File: config.mk
export PLATFORM = sky130hd
export DESIGN_NAME = page_frame_allocator
export DESIGN_NICKNAME = d
export VERILOG_FILES = /design/src/hw/rtl/pfa_pkg.sv /design/src/hw/rtl/page_frame_allocator.sv /design/src/hw/rtl/pfa_ram.sv /design/src/hw/rtl/pfa_core.sv
export SDC_FILE = /design/constraint.sdc
export NUM_CORES = 2
export LEC_CHECK = 0
export ABC_AREA = 1
export BUFFER_PORTS_ARGS = -buffer_cell sky130_fd_sc_hd__buf_2
export CAP_MARGIN = 5
export CORE_ASPECT_RATIO = 0.8
export CORE_MARGIN = 2
export CORE_UTILIZATION = 62
export DETAILED_ROUTE_END_ITERATION = 6
export GPL_ROUTABILITY_DRIVEN = 0
export PLACE_DENSITY_LB_ADDON = 0.05
export RECOVER_POWER = 25
export SYNTH_ARGS = -nofsm -noshare
export SYNTH_HDL_FRONTEND = slang
export SYNTH_SLANG_ARGS = --single-unit
export TNS_END_PERCENT = 10
File: constraint.sdc
create_clock -name clk_i -period 5.45 [get_ports clk_i]
set_input_delay 1.09 -clock clk_i [delete_from_list [all_inputs] [get_ports clk_i]]
set_output_delay 1.09 -clock clk_i [all_outputs]
set_load 0.01 [all_outputs]
File: src/hw/rtl/pfa_pkg.sv
// Package with the request, response and configuration types of the page frame allocator.
`timescale 1ns / 1ps

package pfa_pkg;

  localparam int MAX_FRAMES = 64;
  localparam int PAGE_BITS  = 20;
  localparam int FRAME_W    = $clog2(MAX_FRAMES);
  localparam int CNT_W      = 7;
  localparam logic [CNT_W-1:0] FRAMES_RESET = CNT_W'(MAX_FRAMES);

  typedef enum logic [2:0] {
    CMD_ALLOC   = 3'd0,
    CMD_RELEASE = 3'd1,
    CMD_LOOKUP  = 3'd2,
    CMD_QUERY   = 3'd3,
    CMD_CLEAR   = 3'd4
  } cmd_e;

  typedef enum logic [2:0] {
    STAT_OK           = 3'd0,
    STAT_MAPPED       = 3'd1,
    STAT_FULL         = 3'd2,
    STAT_BAD_FRAME    = 3'd3,
    STAT_ALREADY_FREE = 3'd4,
    STAT_NOT_MAPPED   = 3'd5
  } status_e;

  typedef enum logic [2:0] {
    S_IDLE,
    S_SCAN,
    S_QWAIT,
    S_DONE,
    S_RECOUNT
  } state_e;

  typedef struct packed {
    logic [2:0]           cmd;
    logic [PAGE_BITS-1:0] page_id;
    logic [FRAME_W-1:0]   frame_id;
  } req_t;

  typedef struct packed {
    logic                 ok;
    logic [2:0]           status;
    logic [FRAME_W-1:0]   frame_out;
    logic                 frame_occupied;
    logic [PAGE_BITS-1:0] frame_page;
    logic [CNT_W-1:0]     allocated_count;
    logic [CNT_W-1:0]     free_count;
  } rsp_t;

  typedef struct packed {
    logic             we;
    logic [CNT_W-1:0] frames_d;
    logic [CNT_W-1:0] frames_q;
  } cfg_t;

endpackage

File: src/hw/rtl/page_frame_allocator.sv
// Page frame allocator top level: configuration register, sequencer and output register.
// Usage:
// A request on in_req_i is taken when in_valid_i is high and in_stall_o is low.
// Every request not cut off by a write on cfg_we_i gives exactly one response on
// out_rsp_o, held with out_valid_o until a cycle in which out_stall_i is low.
// Allocate and lookup walk the page RAM one frame per cycle and stop at the first match;
// query reads the page RAM for one frame, while release, clear and unused commands
// answer without a read. The next request is taken in the cycle after the response
// is captured, so a new request never enters before the last response has reached the
// response register. The walk over the single read port of the page RAM limits how
// often allocate and lookup can repeat.
// The response register lets a new request enter while the last response waits.
// A write on cfg_we_i sets the frame count (values above 64 count as 64), frees
// frames at or above it and then recounts the occupied marks, during which
// in_stall_o stays high.
// After reset all frames are free, the frame count is 64 and no response is pending.
// A stalled response holds its value; the sequencer waits for the response register.
`timescale 1ns / 1ps

module page_frame_allocator
  import pfa_pkg::*;
(
  input  logic             clk_i,
  input  logic             rst_ni,
  input  logic             in_valid_i,
  output logic             in_stall_o,
  input  req_t             in_req_i,
  output logic             out_valid_o,
  input  logic             out_stall_i,
  output rsp_t             out_rsp_o,
  input  logic             cfg_we_i,
  input  logic [CNT_W-1:0] cfg_wdata_i
);

  logic [CNT_W-1:0] frames_q, frames_d;
  logic             out_valid_q, out_valid_d;
  rsp_t             out_q;
  cfg_t             cfg;
  logic             res_valid;
  logic             res_stall;
  rsp_t             res;

  always_comb begin
    frames_d = frames_q;
    if (cfg_we_i) begin
      frames_d = (cfg_wdata_i > CNT_W'(MAX_FRAMES)) ? CNT_W'(MAX_FRAMES) : cfg_wdata_i;
    end
  end

  assign cfg.we       = cfg_we_i;
  assign cfg.frames_d = frames_d;
  assign cfg.frames_q = frames_q;

  pfa_core u_core (
    .clk_i      (clk_i),
    .rst_ni     (rst_ni),
    .in_valid_i (in_valid_i),
    .in_stall_o (in_stall_o),
    .in_req_i   (in_req_i),
    .cfg_i      (cfg),
    .res_valid_o(res_valid),
    .res_stall_i(res_stall),
    .res_o      (res)
  );

  assign res_stall   = out_valid_q && out_stall_i;
  assign out_valid_d = (res_valid && !res_stall) || (out_valid_q && out_stall_i);

  always_ff @(posedge clk_i or negedge rst_ni) begin
    if (!rst_ni) begin
      frames_q    <= FRAMES_RESET;
      out_valid_q <= 1'b0;
    end else begin
      frames_q    <= frames_d;
      out_valid_q <= out_valid_d;
    end
  end

  always_ff @(posedge clk_i) begin
    if (res_valid && !res_stall) begin
      out_q <= res;
    end
  end

  assign out_valid_o = out_valid_q;
  assign out_rsp_o   = out_q;

endmodule

File: src/hw/rtl/pfa_ram.sv
// Generic RAM with one write port and one registered read port.
`timescale 1ns / 1ps

module pfa_ram #(
  parameter int WIDTH = 8,
  parameter int DEPTH = 64
) (
  input  logic                     clk_i,
  input  logic                     we_i,
  input  logic [$clog2(DEPTH)-1:0] waddr_i,
  input  logic [WIDTH-1:0]         wdata_i,
  input  logic [$clog2(DEPTH)-1:0] raddr_i,
  output logic [WIDTH-1:0]         rdata_o
);

  logic [WIDTH-1:0] mem_q [DEPTH];
  logic [WIDTH-1:0] rdata_q;

  always_ff @(posedge clk_i) begin
    if (we_i) begin
      mem_q[waddr_i] <= wdata_i;
    end
    rdata_q <= mem_q[raddr_i];
  end

  assign rdata_o = rdata_q;

endmodule

File: src/hw/rtl/pfa_core.sv
// Command sequencer with the occupied marks, the allocation counter and the page RAM.
`timescale 1ns / 1ps

module pfa_core
  import pfa_pkg::*;
(
  input  logic clk_i,
  input  logic rst_ni,
  input  logic in_valid_i,
  output logic in_stall_o,
  input  req_t in_req_i,
  input  cfg_t cfg_i,
  output logic res_valid_o,
  input  logic res_stall_i,
  output rsp_t res_o
);

  state_e state_q, state_d;
  req_t   req_q, req_d;
  rsp_t   res_q, res_d;
  logic [FRAME_W-1:0]    idx_q, idx_d;
  logic [FRAME_W-1:0]    free_idx_q, free_idx_d;
  logic                  free_found_q, free_found_d;
  logic [CNT_W-1:0]      rc_cnt_q, rc_cnt_d;
  logic [CNT_W-1:0]      alloc_q, alloc_d;
  logic [MAX_FRAMES-1:0] marks_q, marks_d;

  logic [MAX_FRAMES-1:0] keep_mask;
  logic [MAX_FRAMES-1:0] valid_mask;
  logic                  ram_we;
  logic [FRAME_W-1:0]    ram_waddr;
  logic [FRAME_W-1:0]    ram_raddr;
  logic [PAGE_BITS-1:0]  ram_rdata;
  logic                  hit;
  logic                  last;
  logic                  fid_valid;
  logic [FRAME_W-1:0]    fidx;

  pfa_ram #(
    .WIDTH(PAGE_BITS),
    .DEPTH(MAX_FRAMES)
  ) u_page_ram (
    .clk_i  (clk_i),
    .we_i   (ram_we),
    .waddr_i(ram_waddr),
    .wdata_i(req_q.page_id),
    .raddr_i(ram_raddr),
    .rdata_o(ram_rdata)
  );

  always_comb begin
    for (int f = 0; f < MAX_FRAMES; f++) begin
      keep_mask[f]  = CNT_W'(f) < cfg_i.frames_d;
      valid_mask[f] = CNT_W'(f) < cfg_i.frames_q;
    end
  end

  assign hit       = marks_q[idx_q] && (ram_rdata == req_q.page_id);
  assign last      = CNT_W'(idx_q) == (cfg_i.frames_q - CNT_W'(1));
  assign fid_valid = CNT_W'(in_req_i.frame_id) < cfg_i.frames_q;
  assign fidx      = free_found_q ? free_idx_q : idx_q;

  always_ff @(posedge clk_i or negedge rst_ni) begin
    if (!rst_ni) begin
      state_q      <= S_IDLE;
      marks_q      <= '0;
      alloc_q      <= '0;
      idx_q        <= '0;
      free_found_q <= 1'b0;
      rc_cnt_q     <= '0;
    end else begin
      state_q      <= state_d;
      marks_q      <= marks_d;
      alloc_q      <= alloc_d;
      idx_q        <= idx_d;
      free_found_q <= free_found_d;
      rc_cnt_q     <= rc_cnt_d;
    end
  end

  always_ff @(posedge clk_i) begin
    req_q      <= req_d;
    res_q      <= res_d;
    free_idx_q <= free_idx_d;
  end

  always_comb begin
    state_d      = state_q;
    req_d        = req_q;
    res_d        = res_q;
    idx_d        = idx_q;
    free_idx_d   = free_idx_q;
    free_found_d = free_found_q;
    rc_cnt_d     = rc_cnt_q;
    alloc_d      = alloc_q;
    marks_d      = marks_q;
    ram_we       = 1'b0;
    ram_waddr    = fidx;
    ram_raddr    = idx_q + FRAME_W'(1);

    unique case (state_q)
      S_IDLE: begin
        if (in_valid_i) begin
          req_d        = in_req_i;
          res_d        = '0;
          idx_d        = '0;
          free_found_d = 1'b0;
          state_d      = S_DONE;
          unique case (cmd_e'(in_req_i.cmd))
            CMD_ALLOC, CMD_LOOKUP: begin
              if (cfg_i.frames_q == '0) begin
                res_d.status = (cmd_e'(in_req_i.cmd) == CMD_ALLOC) ? STAT_FULL
                                                                   : STAT_NOT_MAPPED;
              end else begin
                ram_raddr = '0;
                state_d   = S_SCAN;
              end
            end
            CMD_RELEASE: begin
              if (!fid_valid) begin
                res_d.status = STAT_BAD_FRAME;
              end else if (!marks_q[in_req_i.frame_id]) begin
                res_d.status = STAT_ALREADY_FREE;
              end else begin
                marks_d[in_req_i.frame_id] = 1'b0;
                alloc_d  = alloc_q - CNT_W'(1);
                res_d.ok = 1'b1;
              end
            end
            CMD_QUERY: begin
              if (!fid_valid) begin
                res_d.status = STAT_BAD_FRAME;
              end else begin
                ram_raddr = in_req_i.frame_id;
                state_d   = S_QWAIT;
              end
            end
            CMD_CLEAR: begin
              marks_d  = '0;
              alloc_d  = '0;
              res_d.ok = 1'b1;
            end
            default: begin
            end
          endcase
        end
      end
      S_SCAN: begin
        if (hit) begin
          if (cmd_e'(req_q.cmd) == CMD_ALLOC) begin
            res_d.status = STAT_MAPPED;
          end else begin
            res_d.ok        = 1'b1;
            res_d.frame_out = idx_q;
          end
          state_d = S_DONE;
        end else if (last) begin
          if (cmd_e'(req_q.cmd) == CMD_ALLOC) begin
            if (free_found_q || !marks_q[idx_q]) begin
              ram_we          = 1'b1;
              marks_d[fidx]   = 1'b1;
              alloc_d         = alloc_q + CNT_W'(1);
              res_d.ok        = 1'b1;
              res_d.frame_out = fidx;
            end else begin
              res_d.status = STAT_FULL;
            end
          end else begin
            res_d.status = STAT_NOT_MAPPED;
          end
          state_d = S_DONE;
        end else begin
          if (!marks_q[idx_q] && !free_found_q) begin
            free_idx_d   = idx_q;
            free_found_d = 1'b1;
          end
          idx_d = idx_q + FRAME_W'(1);
        end
      end
      S_QWAIT: begin
        res_d.ok             = 1'b1;
        res_d.frame_occupied = marks_q[req_q.frame_id];
        res_d.frame_page     = marks_q[req_q.frame_id] ? ram_rdata : '0;
        state_d              = S_DONE;
      end
      S_DONE: begin
        if (!res_stall_i) begin
          state_d = S_IDLE;
        end
      end
      S_RECOUNT: begin
        rc_cnt_d = rc_cnt_q + CNT_W'(marks_q[idx_q]);
        idx_d    = idx_q + FRAME_W'(1);
        if (idx_q == FRAME_W'(MAX_FRAMES - 1)) begin
          alloc_d = rc_cnt_d;
          state_d = S_IDLE;
        end
      end
      default: begin
        state_d = S_IDLE;
      end
    endcase

    if (cfg_i.we) begin
      marks_d  = marks_q & keep_mask;
      idx_d    = '0;
      rc_cnt_d = '0;
      state_d  = S_RECOUNT;
    end
  end

  assign in_stall_o  = state_q != S_IDLE;
  assign res_valid_o = state_q == S_DONE;

  always_comb begin
    res_o                 = res_q;
    res_o.allocated_count = alloc_q;
    res_o.free_count      = (cfg_i.frames_q >= alloc_q) ? (cfg_i.frames_q - alloc_q) : '0;
  end

  a_count_matches: assert property (@(posedge clk_i) disable iff (!rst_ni)
    (state_q == S_IDLE) |-> ($countones(marks_q) == int'(alloc_q)))
    else $error("allocation count differs from the occupied marks");

  a_no_marks_above: assert property (@(posedge clk_i) disable iff (!rst_ni)
    (marks_q & ~valid_mask) == '0)
    else $error("occupied mark at or above the frame count");

  a_scan_in_range: assert property (@(posedge clk_i) disable iff (!rst_ni)
    (state_q == S_SCAN) |-> (CNT_W'(idx_q) < cfg_i.frames_q))
    else $error("scan index beyond the frame count");

  a_idle_within: assert property (@(posedge clk_i) disable iff (!rst_ni)
    (state_q == S_IDLE) |-> (alloc_q <= cfg_i.frames_q))
    else $error("allocated count above the frame count");

endmodule
* Word-level counts from Yosys, hierarchy flattened
Memories as Yosys holds them, arrays and structs flattened. A register that Yosys moved wholly into a read port is not among the register bits.
Cells that the tools add are included.
** Storage, ports and cells
- Flip-flop bits (word level) :: 207
- Bits in writable memories :: 1280
- Input bits :: 41
- Output and inout port bits :: 47
- Word-level logic and storage cells :: 277
- Memories :: 1
** Cells by class
- Add/subtract/negate cells :: 6
- Order comparisons :: 73
- Equality and inequality tests :: 40
- Multiplexer cells :: 92
- Bitwise logic cells :: 6
- Reductions and logical operators :: 35
** Memories
- u_core.u_page_ram.mem_q :: words 64, bits a word 20, rd ports 1, clocked after Yosys merged registers in 1, wr ports 1, line pfa_ram.sv:16 : logic [WIDTH-1:0] mem_q [DEPTH];
** Operators by type and width (number)
- $mux 64 :: 8
- $pmux 64 s2 :: 2
- $lt 6x7->1 const A :: 32
- $and 64x64->64 :: 2
- $lt 5x7->1 const A :: 16
- $mux 7 :: 12
- $mux 6 :: 12
- $not 64->64 :: 1
- $or 64x64->64 :: 1
- $lt 4x7->1 const A :: 8
- $mux 45 :: 1
- $pmux 21 s2 :: 1
- $mux 3 :: 13
- $lt 3x7->1 const A :: 4
- $lt 6x7->1 const B :: 4
- $mux 1 :: 22
- $ne 3x3->1 const B :: 7
- $pmux 7 s3 :: 1
- $eq 20x20->1 :: 1
- $mux 10 :: 2
- $mux 20 :: 1
- $bmux 1 s6 :: 3
- $ne 3x2->1 const B :: 6
- $pmux 6 s3 :: 1
- 48 further kinds :: 91

* Depth between registers and ports, before layout
- Word-level depth :: 12
- Gate-level depth with buffers :: 21
- Mapped depth without buffers :: 19

* Cells and area by module
From an unflattened synthesis, not the netlist that was laid out.
** Second synthesis, totals
- Cell total of the unflattened synthesis :: 6321
- Area total of the unflattened synthesis :: 66656.4 sq um
** By module, submodules not included
- pfa_ram :: instances 1, cells each 4390, area each 52205.1 sq um, sequential area each 38837.2 sq um
- pfa_core :: instances 1, cells each 1833, area each 12722.2 sq um, sequential area each 4184.0 sq um
- page_frame_allocator :: instances 1, cells each 98, area each 1729.2 sq um, sequential area each 1552.7 sq um

* Worst setup path after synthesis
OpenSTA, ideal clock, no wires.
- Path kind :: reg-to-reg
- From :: register u_core.req_q[7] in the netlist's numbering
- To :: memory u_core.u_page_ram.mem_q[15][0] in the netlist's numbering (enable)
- Library setup time :: 0.422 ns
- Arrival :: 3.542 ns
- Required time :: 5.028 ns
- Setup slack :: 1.485 ns
- Stages on the path, launching flop included :: 11
- Buffers on the path :: 0
- Clock period less this slack :: 3.965 ns
- Path through :: edfxtp_1 nor2_1 o2111ai_1 nor3_1 nand2_1 nor2_1 nand2_2 nand2_1 nor2_2 nand2_2 nor3_1
** On the way
- Cells in the longest elaborated chain, start to end :: 6
** Ends and longest elaborated chain
- start: declaration :: line pfa_core.sv:19 : req_t req_q, req_d;
- start signal: assignment :: line pfa_core.sv:82 : req_q <= req_d;
- $eq 20x20->1 :: line pfa_core.sv:58 : assign hit = marks_q[idx_q] && (ram_rdata == req_q.page_id);
- $logic_and 1x1->1 :: line pfa_core.sv:58
- $mux 1 :: line pfa_core.sv:149 : if (hit) begin
- $mux 1 :: line pfa_core.sv:101 : unique case (state_q)
- $mux 1 :: line pfa_ram.sv:20 : if (we_i) begin
- $mux 1 (implied by the code) :: line pfa_ram.sv:21 : mem_q[waddr_i] <= wdata_i;
- end: declaration :: line pfa_ram.sv:16
Every way passes these cells.

* Final worst setup path
- From :: register u_core.idx_q[1]
- To :: memory u_core.u_page_ram.mem_q[41][14] in the netlist's numbering (enable)
** On the way
- Cells in the longest elaborated chain, start to end :: 11
- Elaborated cells on any way between the ends :: 14
** Ends and longest elaborated chain
- start: declaration :: line pfa_core.sv:21 : logic [FRAME_W-1:0] idx_q, idx_d;
- start signal: assignment :: line pfa_core.sv:75 : idx_q <= idx_d;
- $bmux 1 s6 :: line pfa_core.sv:58, pfa_core.sv:159
- $mux 1 (implied by the code) :: line pfa_core.sv:58, pfa_core.sv:159
- $logic_not 1->1 :: line pfa_core.sv:159 : if (free_found_q || !marks_q[idx_q]) begin
- $logic_or 1x1->1 :: line pfa_core.sv:159
- $mux 1 :: line pfa_core.sv:159
- $mux 1 :: line pfa_core.sv:158 : if (cmd_e'(req_q.cmd) == CMD_ALLOC) begin
- $mux 1 :: line pfa_core.sv:157 : end else if (last) begin
- $mux 1 :: line pfa_core.sv:149
- $mux 1 :: line pfa_core.sv:101
- $mux 1 :: line pfa_ram.sv:20
- $mux 1 (implied by the code) :: line pfa_ram.sv:21
Several ways; a longest one is shown, not always the timed one. The select of a mux whose other input is x is not followed.

==> metrics.md <==
| Metric | Value |
|---|---|
| Via-per-instance ratio | `6.295` |
| Max-slew headroom | `-198.8%` |
| Drt pass-1 iters | `7` |
| DRT Wirelength | `223700 µm` |
| Number of flops mapped to enable cells by yosys | `1391` |
| H-tree lvl count | `4` |
| Sequential share of the synthesized area | `63.21%` |
| Hold Vio Cnt, Final | `0` |
| Synth Area in Compound Gates | `3.575%` |
| Worst Max-Slew Pin Slew | `4.482 ns` |
| GR peak layer | `met2` |
| Synth async-reset ratio | `6.370%` |
| Met1 Use GR | `54.11%` |
| Largest family of logic cells by synthesized area | `simple AND/OR/NAND/NOR gates` |
| Rows | `110` |
| Req. time, crit path | `5.87 ns` |
| Pwr/cell area | `443.6 mW/mm²` |
| Status | `finished, violations left` |
| Final worst path period share | `91.20%` |
| Antenna violations before repair | `6` |
| CP endpoint kind | `register` |
| Setup TNS | `0 ns` |
| Clk buf depth | `3` |
| Lkg Pwr | `30.62 nW` |
| Syn Nets | `6990` |
| Synth top area share | `59.24%` |
| Die extent in y | `305.6 µm` |
| Reg-to-Reg Start | `u_core.idx_q[1]$_DFFE_PN0P_` |
| Die width | `381.0 µm` |
| Max Cap Viol | `18` |
| XOR/XNOR Fraction of Synth Area | `0.4844%` |
| Peak supply drop | `0.0006850 V` |
| Post-Synth Adder-Cell Area | `0.3655%` |
| First-pass GRT wire length | `327000 µm` |
| # DRC | `2` |
| Vias | `53970` |
| Critical Path AT | `5.39 ns` |
| Final setup violation count | `0` |
| Crit path from | `u_core.idx_q[1]$_DFFE_PN0P_` |
| Worst Slack Setup Final | `0.4794 ns` |
| Kind of critical path | `register to register` |
| Mux cell area share after synthesis | `0%` |
| Dominant cell type by area after synthesis | `edfxtp_1` |
| Ports | `88` |
| Worst setup path end | `u_core.u_page_ram.mem_q[41][14]$_DFFE_PP_` |
| Netlist cell types | `48` |
| Die Area | `0.1165 mm²` |
| Post-layout min period | `4.971 ns` |
| Worst setup SP type | `register` |
| TritonCTS clock tree | `done` |
| Port bufs | `87` |
| Post-place setup slack | `0.3502 ns` |
| Final antenna-violating net count | `0` |
| Nets | `6997` |
| Number of global-route vias before repair | `49839` |
| Grt ovf | `0` |
| Initial drt markers | `9146` |
| Max Slew Vio Count | `1069` |
| Total clock sinks | `1507` |
| PostCTS Resize Cnt | `0` |
| Fmax | `201.2 MHz` |
| Pwr Total | `0.03445 W` |
| Met2 Use GR | `54.18%` |
| Critical path peak fanout | `32` |
| Yosys warns | `0` |
| Share of layout cells above drive strength 1 | `8.102%` |
| Mapped cell area | `0.07051 mm²` |
| Post-DP HPWL | `127900 µm` |
| R2R setup slack | `0.48 ns` |
| # Post-CTS Setup Buffers | `0` |
| Post-synthesis simple-gate area fraction | `24.37%` |
| Avg Inst Size Synth | `10.18 µm²` |
| CTS Root Buffer Type | `clkbuf_16` |
| CTS Buf Count | `148` |
| Wire length per cell | `26.10 µm` |
| Worst Skew | `0.03715 ns` |
| Most used DFF post-synth | `edfxtp_1` |
| Latest clock arrival within the worst-skew pair | `0.81 ns` |
| Worst-path clk slew | `0.06 ns` |
| Cts hold-fix bufs | `0` |
| Initial Utilization | `62.56%` |
| Total track usage | `38.10%` |
| Core ar. | `0.1127 mm²` |
| Post-synthesis cell count | `6929` |
| Largest net degree at the start of global routing | `152` |
| Reg2Reg Depth | `15` |
| Failing checks | `design-rule violations, max-capacitance violations, max-slew violations` |
| Yosys reg bits | `1507` |
| Synth-to-layout area growth | `10.14%` |
| RSZ-0062 raised after global routing | `no` |
| Met3 usage | `12.34%` |
| Worst hold path type | `register to register` |
| Top post-synthesis cells by area | `edfxtp_1 59%, nand3_1 11%, nand2_1 6.5%, nand3b_1 5.0%, inv_1 4.8%` |
| R2r endpoint | `u_core.u_page_ram.mem_q[41][14]$_DFFE_PP_` |
placed cells by master, fill, tap and decap left out, types with 43 or more instances in the layout:
cell and instances:
buf_2 76, nand3_1 1569, o22ai_1 43, nor2_1 168, nor2_2 63, o21ai_0 276, inv_1 901, dfrtp_1 95
a21oi_1 102, nand2_1 1214, clkbuf_16 154, edfxtp_1 1391, buf_4 147, clkbuf_1 70, nand3b_1 472
worst min path at each step:
stage | from | endpoint | slack, ns | depth (start not counted)
2_1_floorplan | u_core.res_o[14]$_SDFFCE_PN0P_ | out_rsp_o[14]$_DFFE_PP_ | 0.40 | 0
3_3_place_gp | u_core.res_o[28]$_SDFFCE_PN0P_ | out_rsp_o[28]$_DFFE_PP_ | 0.40 | 0
3_5_place_dp | u_core.res_o[28]$_SDFFCE_PN0P_ | out_rsp_o[28]$_DFFE_PP_ | 0.40 | 0
4_1_cts | u_core.res_o[36]$_SDFFCE_PN0P_ | out_rsp_o[36]$_DFFE_PP_ | 0.42 | 0
5_1_grt | u_core.res_o[40]$_SDFFCE_PN0P_ | out_rsp_o[40]$_DFFE_PP_ | 0.42 | 0
6_report | u_core.res_o[36]$_SDFFCE_PN0P_ | out_rsp_o[36]$_DFFE_PP_ | 0.42 | 0
where the power goes:
group | internal (W) | switching [W] | leakage (nW)
clock network | 0.00594 | 0.00442 | 2.37
registers | 0.0132 | 0.000332 | 14.0
logic | 0.00298 | 0.00758 | 14.2
kinds of logic (layout without fill, tap and decap cells):
logic type | Yosys count | after routing
other | 0 | 1
adder cells (fa/ha/maj) | 20 | 20
AND/OR/NAND/NOR | 3548 | 3548
AO/OA/AOI/OAI | 468 | 468
buffers and inverters | 1347 | 1478
XOR/XNOR | 39 | 39
flip-flops | 1507 | 1507
critical path, cell delays in order (launching register included):
cell,delay [ns]
dfrtp_1,0.70
clkbuf_1,0.84
a21oi_1,0.08
o21ai_0,0.13
nand3_1,0.10
nand3_1,0.20
nand3_1,0.14
nand3_1,0.15
nand2_2,0.17
nand2_2,0.15
nand2_1,0.21
nor2_2,0.22
nand2_4,0.37
buf_4,0.41
nor2_2,0.22
buf_4,0.45
synthesized netlist by cell type (2+ instances only):
cell type  count
nand4_1        8
xor2_1        17
buf_2        269
o31ai_1        7
a31oi_1        2
or2_2         11
o21ai_0      276
clkbuf_1     100
ha_1          19
buf_4         20
nand2_2        4
o22ai_1       44
o21ai_1       12
inv_1        903
a21oi_1      103
nand3b_1     472
nand3_2        2
dfrtp_1       95
xnor2_1       22
buf_6         22
nand2_1     1216
buf_1         23
o2111ai_1      2
nor2_2         3
nor3_1        29
nor2_1       228
o221ai_1       3
dfxtp_1       20
a32o_1         2
clkinv_1       2
inv_2          8
o211ai_1       6
nand3_1     1570
o21a_1         5
edfxtp_1    1391
layer usage:
metal | vias to the layer above | wire [µm]
met5 | - | 74
li1 | 23757 | -
met3 | 629 | 32870
met2 | 3875 | 95280
met4 | 4 | 9675
met1 | 25705 | 85830
through the flow:
step	instances	utilization, %	hold WS [ns]	instance area, µm²
floorplan	6929	-	0.4003	70510
global placement	8298	64.67	0.4001	72900
detailed placement	8298	64.67	0.4045	72900
CTS	8572	68.98	0.4184	77750
global route	8572	68.90	0.4236	77660
finish	8573	68.90	0.4178	77660
area by class of cell:
cell class | instances | area, µm²
antenna | 1 | 2.502
clock inverter | 75 | 768.2
sequential | 1507 | 44570
clock buffer | 199 | 4083
multi-input combinational | 4075 | 20560
inverter | 913 | 3441
timing repair buffer | 291 | 2341
tap | 1512 | 1892
fill | 8365 | 35060
sequential cells by signal, indices dropped and copies added, names as in the netlist, 7 cells and up:
register                   cells
u_core.alloc_q                 7
frames_q                       7
out_rsp_o                     45
u_core.marks_q                64
u_core.req_q                  29
u_core.rc_cnt_q                7
u_core.u_page_ram.mem_q     1280
u_core.u_page_ram.rdata_o     20
u_core.res_o                  31
Power figures use the tool's default switching activity.
